`src/hdl/mbsh_pkg.sv`:
```
// Shared constants and helpers for the MD5 byte stream hash.
// Holds the chaining start values, round add table, rotate amounts and word order.
// No dependencies.
package mbsh_pkg;

	localparam int unsigned BlockWords = 16;
	localparam int unsigned Rounds     = 64;

	localparam logic [31:0] IV_A = 32'h67452301;
	localparam logic [31:0] IV_B = 32'hefcdab89;
	localparam logic [31:0] IV_C = 32'h98badcfe;
	localparam logic [31:0] IV_D = 32'h10325476;

	localparam logic [7:0] PAD_BYTE = 8'h80;
	// first byte position that leaves no room for the length field
	localparam logic [5:0] LEN_POS  = 6'd56;

	localparam logic [31:0] ROUND_ADD [Rounds] = '{
		32'hd76aa478, 32'he8c7b756, 32'h242070db, 32'hc1bdceee,
		32'hf57c0faf, 32'h4787c62a, 32'ha8304613, 32'hfd469501,
		32'h698098d8, 32'h8b44f7af, 32'hffff5bb1, 32'h895cd7be,
		32'h6b901122, 32'hfd987193, 32'ha679438e, 32'h49b40821,
		32'hf61e2562, 32'hc040b340, 32'h265e5a51, 32'he9b6c7aa,
		32'hd62f105d, 32'h02441453, 32'hd8a1e681, 32'he7d3fbc8,
		32'h21e1cde6, 32'hc33707d6, 32'hf4d50d87, 32'h455a14ed,
		32'ha9e3e905, 32'hfcefa3f8, 32'h676f02d9, 32'h8d2a4c8a,
		32'hfffa3942, 32'h8771f681, 32'h6d9d6122, 32'hfde5380c,
		32'ha4beea44, 32'h4bdecfa9, 32'hf6bb4b60, 32'hbebfbc70,
		32'h289b7ec6, 32'heaa127fa, 32'hd4ef3085, 32'h04881d05,
		32'hd9d4d039, 32'he6db99e5, 32'h1fa27cf8, 32'hc4ac5665,
		32'hf4292244, 32'h432aff97, 32'hab9423a7, 32'hfc93a039,
		32'h655b59c3, 32'h8f0ccc92, 32'hffeff47d, 32'h85845dd1,
		32'h6fa87e4f, 32'hfe2ce6e0, 32'ha3014314, 32'h4e0811a1,
		32'hf7537e82, 32'hbd3af235, 32'h2ad7d2bb, 32'heb86d391
	};

	localparam logic [4:0] ROUND_ROT [16] = '{
		5'd7,  5'd12, 5'd17, 5'd22,
		5'd5,  5'd9,  5'd14, 5'd20,
		5'd4,  5'd11, 5'd16, 5'd23,
		5'd6,  5'd10, 5'd15, 5'd21
	};

	// rotate amount of round r
	function automatic logic [4:0] rot_amt(input logic [5:0] r);
		return ROUND_ROT[{r[5:4], r[1:0]}];
	endfunction

	// message word used in round r
	function automatic logic [3:0] word_sel(input logic [5:0] r);
		logic [3:0] lo;
		logic [3:0] g;
		lo = r[3:0];
		unique case (r[5:4])
			2'd0: g = lo;
			2'd1: g = 4'(lo * 4'd5 + 4'd1);
			2'd2: g = 4'(lo * 4'd3 + 4'd5);
			default: g = 4'(lo * 4'd7);
		endcase
		return g;
	endfunction

	function automatic logic [31:0] bswap32(input logic [31:0] v);
		return {v[7:0], v[15:8], v[23:16], v[31:24]};
	endfunction

endpackage

```
`src/hdl/md5_byte_stream_hash.sv`:
```
// MD5 digest over a byte stream: buffer, padding sequencer and one-round-per-cycle core.
// Depends on mbsh_pkg for the round tables and chaining start values.
//
//  channel | dir | payload                                         | accepted when
//  s_*     | in  | tdata[7:0] data_byte, tuser has_byte,           | s_tvalid & s_tready
//          |     | tlast end_of_message                            |
//  m_*     | out | tdata[63:0] digest_head, [127:64] digest_tail   | m_tvalid & m_tready
//
// Byte transfers are accepted while the 64-byte block fills. A full block
// holds s_tready low for one word prefetch, 64 rounds through the single round
// unit and one chaining add. Finishing a message sweeps the 16 block words to
// write pad and length, compresses once or twice, and loads the digest register
// once it is free. The digest register lets byte transfers of the next message
// proceed while the result waits; a second digest stalls until it is taken.
// arst_n clears control state and loads the chaining start values.
module md5_byte_stream_hash (
	input  logic         clk,
	input  logic         arst_n,
	input  logic         s_tvalid,
	output logic         s_tready,
	input  logic [7:0]   s_tdata,   // [7:0] data_byte
	input  logic         s_tuser,   // [0] has_byte
	input  logic         s_tlast,
	output logic         m_tvalid,
	input  logic         m_tready,
	output logic [127:0] m_tdata    // [63:0] digest_head, [127:64] digest_tail
);
	import mbsh_pkg::*;

	typedef enum logic [2:0] {
		S_IDLE,   // take byte transfers
		S_PAD,    // sweep block words with pad, zero fill and length
		S_LOAD,   // prefetch first message word, load working words
		S_ROUND,  // one MD5 round per cycle
		S_ADD,    // fold working words into chaining words
		S_EMIT    // move digest into output register
	} state_t;

	state_t      state_q;
	logic [31:0] ch_a_q, ch_b_q, ch_c_q, ch_d_q;   // chaining words
	logic [31:0] wa_q, wb_q, wc_q, wd_q;           // working words
	logic [63:0] total_q;                          // message byte count
	logic [5:0]  rnd_q;
	logic [3:0]  wi_q;                             // pad sweep word index
	logic        fin_q;                            // message end seen
	logic        dig_q;                            // block being compressed holds length
	logic        second_q;                         // pad block with no message bytes
	logic        m_tvalid_q;
	logic [127:0] m_tdata_q;

	// block buffer: 16 words, byte lanes little-endian
	logic [31:0] blk_mem [BlockWords];
	logic [31:0] rd_q;
	logic [3:0]  rd_addr;
	logic        wr_en;
	logic [3:0]  wr_addr;
	logic [3:0]  wr_be;
	logic [31:0] wr_data;

	logic [5:0]  pos;
	logic        accept;
	logic        len_blk;
	logic [63:0] bit_len;
	logic        emit_go;

	assign pos      = total_q[5:0];
	assign accept   = s_tvalid && s_tready;
	assign s_tready = (state_q == S_IDLE);
	assign len_blk  = second_q || (pos < LEN_POS);
	assign bit_len  = {total_q[60:0], 3'b000};
	assign emit_go  = (state_q == S_EMIT) && (!m_tvalid_q || m_tready);
	assign m_tvalid = m_tvalid_q;
	assign m_tdata  = m_tdata_q;

	// write port: single bytes while collecting, one word at a time while padding, message bytes kept
	always_comb begin
		wr_en   = 1'b0;
		wr_addr = pos[5:2];
		wr_be   = 4'b0000;
		wr_data = {4{s_tdata}};
		if (state_q == S_IDLE) begin
			wr_en = accept && s_tuser;
			wr_be = 4'(4'b0001 << pos[1:0]);
		end else if (state_q == S_PAD) begin
			wr_en   = 1'b1;
			wr_addr = wi_q;
			for (int k = 0; k < 4; k++) begin
				if (second_q || ({wi_q, 2'(k)} > pos)) begin
					wr_be[k]           = 1'b1;
					wr_data[8*k +: 8]  = 8'h00;
				end else if ({wi_q, 2'(k)} == pos) begin
					wr_be[k]           = 1'b1;
					wr_data[8*k +: 8]  = PAD_BYTE;
				end else begin
					wr_be[k]           = 1'b0;
					wr_data[8*k +: 8]  = 8'h00;
				end
			end
			if (len_blk && wi_q == 4'd14) begin
				wr_be   = 4'b1111;
				wr_data = bit_len[31:0];
			end else if (len_blk && wi_q == 4'd15) begin
				wr_be   = 4'b1111;
				wr_data = bit_len[63:32];
			end
		end
	end

	// read address runs one round ahead of the round unit
	always_comb begin
		if (state_q == S_ROUND) begin
			rd_addr = word_sel(6'(rnd_q + 6'd1));
		end else begin
			rd_addr = word_sel(6'd0);
		end
	end

	always_ff @(posedge clk) begin
		for (int k = 0; k < 4; k++) begin
			if (wr_en && wr_be[k]) begin
				blk_mem[wr_addr][8*k +: 8] <= wr_data[8*k +: 8];
			end
		end
		rd_q <= blk_mem[rd_addr];
	end

	// round unit
	logic [31:0] f_val;
	logic [31:0] sum;
	logic [31:0] rot;
	logic [4:0]  sh;

	always_comb begin
		unique case (rnd_q[5:4])
			2'd0: f_val = (wb_q & wc_q) | (~wb_q & wd_q);
			2'd1: f_val = (wd_q & wb_q) | (~wd_q & wc_q);
			2'd2: f_val = wb_q ^ wc_q ^ wd_q;
			default: f_val = wc_q ^ (wb_q | ~wd_q);
		endcase
		sum = wa_q + f_val + ROUND_ADD[rnd_q] + rd_q;
		sh  = rot_amt(rnd_q);
		rot = (sum << sh) | (sum >> (6'd32 - {1'b0, sh}));
	end

	always_ff @(posedge clk or negedge arst_n) begin
		if (!arst_n) begin
			state_q    <= S_IDLE;
			ch_a_q     <= IV_A;
			ch_b_q     <= IV_B;
			ch_c_q     <= IV_C;
			ch_d_q     <= IV_D;
			total_q    <= '0;
			rnd_q      <= '0;
			wi_q       <= '0;
			fin_q      <= 1'b0;
			dig_q      <= 1'b0;
			second_q   <= 1'b0;
			m_tvalid_q <= 1'b0;
		end else begin
			// raise valid on a digest load, drop it once the result is taken
			if (emit_go) begin
				m_tvalid_q <= 1'b1;
			end else if (m_tvalid_q && m_tready) begin
				m_tvalid_q <= 1'b0;
			end
			unique case (state_q)
				S_IDLE: begin
					if (accept) begin
						fin_q <= s_tlast;
						if (s_tuser) begin
							total_q <= total_q + 64'd1;
						end
						if (s_tuser && pos == 6'd63) begin
							state_q <= S_LOAD;
						end else if (s_tlast) begin
							wi_q    <= '0;
							state_q <= S_PAD;
						end
					end
				end
				S_PAD: begin
					wi_q <= wi_q + 4'd1;
					if (wi_q == 4'd15) begin
						dig_q    <= len_blk;
						second_q <= !len_blk;
						state_q  <= S_LOAD;
					end
				end
				S_LOAD: begin
					wa_q    <= ch_a_q;
					wb_q    <= ch_b_q;
					wc_q    <= ch_c_q;
					wd_q    <= ch_d_q;
					rnd_q   <= '0;
					state_q <= S_ROUND;
				end
				S_ROUND: begin
					wa_q  <= wd_q;
					wb_q  <= wb_q + rot;
					wc_q  <= wb_q;
					wd_q  <= wc_q;
					rnd_q <= rnd_q + 6'd1;
					if (rnd_q == 6'(Rounds - 1)) begin
						state_q <= S_ADD;
					end
				end
				S_ADD: begin
					ch_a_q <= ch_a_q + wa_q;
					ch_b_q <= ch_b_q + wb_q;
					ch_c_q <= ch_c_q + wc_q;
					ch_d_q <= ch_d_q + wd_q;
					if (dig_q) begin
						state_q <= S_EMIT;
					end else if (fin_q) begin
						wi_q    <= '0;
						state_q <= S_PAD;
					end else begin
						state_q <= S_IDLE;
					end
				end
				S_EMIT: begin
					// hold until the output register is free
					if (emit_go) begin
						m_tdata_q  <= {bswap32(ch_c_q), bswap32(ch_d_q),
						               bswap32(ch_a_q), bswap32(ch_b_q)};
						ch_a_q     <= IV_A;
						ch_b_q     <= IV_B;
						ch_c_q     <= IV_C;
						ch_d_q     <= IV_D;
						total_q    <= '0;
						fin_q      <= 1'b0;
						dig_q      <= 1'b0;
						second_q   <= 1'b0;
						state_q    <= S_IDLE;
					end
				end
				default: state_q <= S_IDLE;
			endcase
		end
	end

endmodule

```
`config.mk`:
```
export PLATFORM = sky130hd
export DESIGN_NAME = md5_byte_stream_hash
export DESIGN_NICKNAME = d
export VERILOG_FILES = /design/src/hdl/mbsh_pkg.sv /design/src/hdl/md5_byte_stream_hash.sv
export SDC_FILE = /design/constraint.sdc
export NUM_CORES = 2
export LEC_CHECK = 0
export CAP_MARGIN = 5
export CORE_ASPECT_RATIO = 1.1
export CORE_MARGIN = 2
export CORE_UTILIZATION = 35
export DETAILED_ROUTE_END_ITERATION = 12
export DONT_BUFFER_PORTS = 1
export SYNTH_ARGS = -nofsm -noshare
export SYNTH_HDL_FRONTEND = slang
export SYNTH_SLANG_ARGS = --single-unit
export TNS_END_PERCENT = 5
```
`constraint.sdc`:
```
create_clock -name clk -period 15.95 [get_ports clk]
set_clock_uncertainty 0.1 [all_clocks]
set_input_delay 1.595 -clock clk [delete_from_list [all_inputs] [get_ports clk]]
set_output_delay 1.595 -clock clk [all_outputs]
set_load 0.005 [all_outputs]
```
==> out/metrics.yaml <==
worst_setup_path:
  critPathArrivalTime_ps: 11700
  crit_path_top_delay_cell: "ha_1"
  worstReg2RegStart: "rnd_q[0]"
  path_max_fanout: 23
  slowest_delay_ps: 950
  criticalPathCategory: "flip-flop to flip-flop"
  worst_setup_path_start_kind: "flip-flop"
  worstSetupStartpoint: "rnd_q[0]"
  required_ps: 16400
  crit_path_end_kind: "flip-flop"
  cp_common_cell: "nand2_1"
floorplan:
  dieArea_um2: 172000
  pin_count: 144
  initial_utilization_pct: 35.1
  die_w_um: 396
  row_count: 158
  core_um2: 168000
  die_h_um: 435
synth:
  synth_area_per_cell_um2: 9.87
  synthesis.nets: 6299
  async_flop_share_pct: 20.5
  yosysMostFrequentCell: "nand2_1"
  synth_edf_count: 768
  yosysTopAreaCell: "edfxtp_1"
  ys_ff_latch: 1006
  seq_area_frac_synth_pct: 49.0
  ys_warn_count: 0
  synth_top_cells_by_count: "nand2_1 (973), edfxtp_1 (768), a21oi_1 (464)"
  synth_top_area_share_pct: 39.0
  synthFlopType: "edfxtp_1"
  synthDistinctLibCells: 109
  syn_area_um2: 59100
  synthCells: 5981
  synth_area_leaders: "edfxtp_1 (39%), nand2_1 (6.2%), dfrtp_1 (6.0%)"
timing:
  drv_slew: 0
  fin_setup_tns_ps: 0
  fin_hold_ws_ps: 402
  setup_viol: 0
  slew_headroom_pct: 25.0
  max_freq_ghz: 0.0889
  finalHoldViolCount: 0
  post-route-period-util_pct: 70.5
  worstMarginPinSlew_ps: 1120
  min_period_ps: 11250
  rsz0062_at_grt: "false"
route:
  vias: 46867
  drt-pass1-iter-count: 8
  drc_errors: 0
  via_per_inst: 5.75
  ant_nets: 0
  routed_wl_um: 193000
  dr.first_iter.drc_count: 4774
  avgRoutedWirePerCell_um: 23.7
cts:
  cts_sinks: 1006
  cts_max_level: 3
  cts.path.max_buffers: 3
  holdBufCountCts: 0
  cts_resized: 0
  path_clk_slew_ps: 70
  ctsRootBufferMaster: "clkbuf_16"
  clk-insertion-delay-late_ps: 740
  post-cts-setup-buffer-count: 0
  cts_tree: "yes"
  cts_buffers: 102
worst_hold_path:
  min-delay-start: "ch_d_q[8]"
  min_path_type: "flip-flop to flip-flop"
final_layout:
  layout.nets: 6142
  fillers: 16538
  area_growth_pct: 9.74
  drive_above_1_share_pct: 7.02
global_route:
  grt_remaining_overflow: 0
  grt_start_max_net_pins: 208
  track_usage_pct: 21.8
  grt_pass1_vias: 44556
  grt_pass1_wl_um: 287000
  antenna_found_initial: 6
place:
  hpwl_um: 139000
  port_buffers: 0
  place_congestion: 0.967
job:
  maxCapViolCount: 0
status:
  status: "complete, no violations"
## metal layers
metal	vias to the layer above	GRT usage, %	wire (um)
met4	0	10.3	10100
met2	1856	35.9	91700
met5	-	0	0
met3	420	2.79	12000
li1	21571	-	-
met1	23020	28.5	79600
## stage by stage
step | utilization [%] | instances | cell area, um2 | setup WS [ps]
after detailed placement | 36.5 | 7960 | 61300 | 4980
after floorplan | - | 5981 | 59100 | 6700
after global routing | 38.6 | 8152 | 64800 | 4220
after global placement | 36.5 | 7960 | 61300 | 4940
after CTS | 38.6 | 8151 | 64800 | 4930
final | 38.6 | 8153 | 64800 | 4700
## critical path, delay by kind of cell (launching register included)
| kind | cells | cell delay (ps) |
|---|---|---|
| AND/OR/NAND/NOR | 7 | 1490 |
| buffers and inverters | 3 | 940 |
| XOR/XNOR | 2 | 620 |
| multiplexers | 1 | 160 |
| flip-flops | 1 | 330 |
| adder cells (fa/ha/maj) | 4 | 2260 |
| AO/OA/AOI/OAI | 19 | 5130 |
## path summary, 6_finish.rpt
| check | slack [ps] | cells past startpoint | endpoint |
|---|---|---|---|
| worst min-delay path | 400 | 0 | m_tdata[80] |
| worst min register to register | 400 | 0 | m_tdata[80] |
| min in group asynchronous | 460 | 0 | ch_b_q[6] |
| worst max register to register | 4700 | 36 | wb_q[31] |
| worst max-delay path | 4700 | 36 | wb_q[31] |
| max in group asynchronous | 14900 | 0 | ch_d_q[28] |
## layout make-up
type	count	area [um2]	share of cell area (%)
Sequential cell	1006	28900	44.7
Multi-Input combinational cell	4417	28100	43.4
Tap cell	2240	2800	4.32
Clock buffer	136	2780	4.29
Inverter	219	822	1.27
Clock inverter	55	696	1.07
Timing Repair Buffer	78	623	0.961
Antenna cell	2	5.00	0.00772
## registers in the layout (all words and copies together), names as in the netlist, 3 cells and up
| signal | flops |
|---|---|
| blk_mem | 512 |
| m_tdata | 128 |
| total_q | 61 |
| ch_a_q | 32 |
| ch_b_q | 32 |
| ch_c_q | 32 |
| ch_d_q | 32 |
| rd_q | 32 |
| wa_q | 32 |
| wb_q | 32 |
| wc_q | 32 |
| wd_q | 32 |
| rnd_q | 6 |
| wi_q | 4 |
| state_q | 3 |
## logic make-up (layout without fill, tap and decap cells)
family,Yosys count,in the layout,share of synthesized area [%]
other cells,0,2,0
xor+xnor,240,240,3.61
buf+inv,558,488,3.60
compound gates,1729,1729,18.9
mux,82,82,1.76
flops,1006,1006,49.0
simple gates,2061,2061,15.8
fa+ha+maj,305,305,7.35
## cell usage in the layout, fill, tap and decap left out, types with 40 or more instances in the layout
cell type / n
nand2_1: 967
edfxtp_1: 768
a21oi_1: 464
nor2_1: 398
o21ai_0: 366
ha_1: 234
inv_1: 211
a211oi_1: 208
and2_1: 169
dfrtp_1: 139
nand3_1: 130
xnor2_1: 118
xor2_1: 117
clkbuf_16: 102
a31oi_1: 99
a21o_1: 96
nor3_1: 82
a311oi_1: 75
buf_4: 75
fa_1: 70
dfstp_2: 64
or3_1: 54
mux2i_1: 54
nor2b_1: 51
o221ai_1: 40
Power is not shown: default switching activity piles up to over one toggle a cycle in this logic, so the estimate is an artifact.
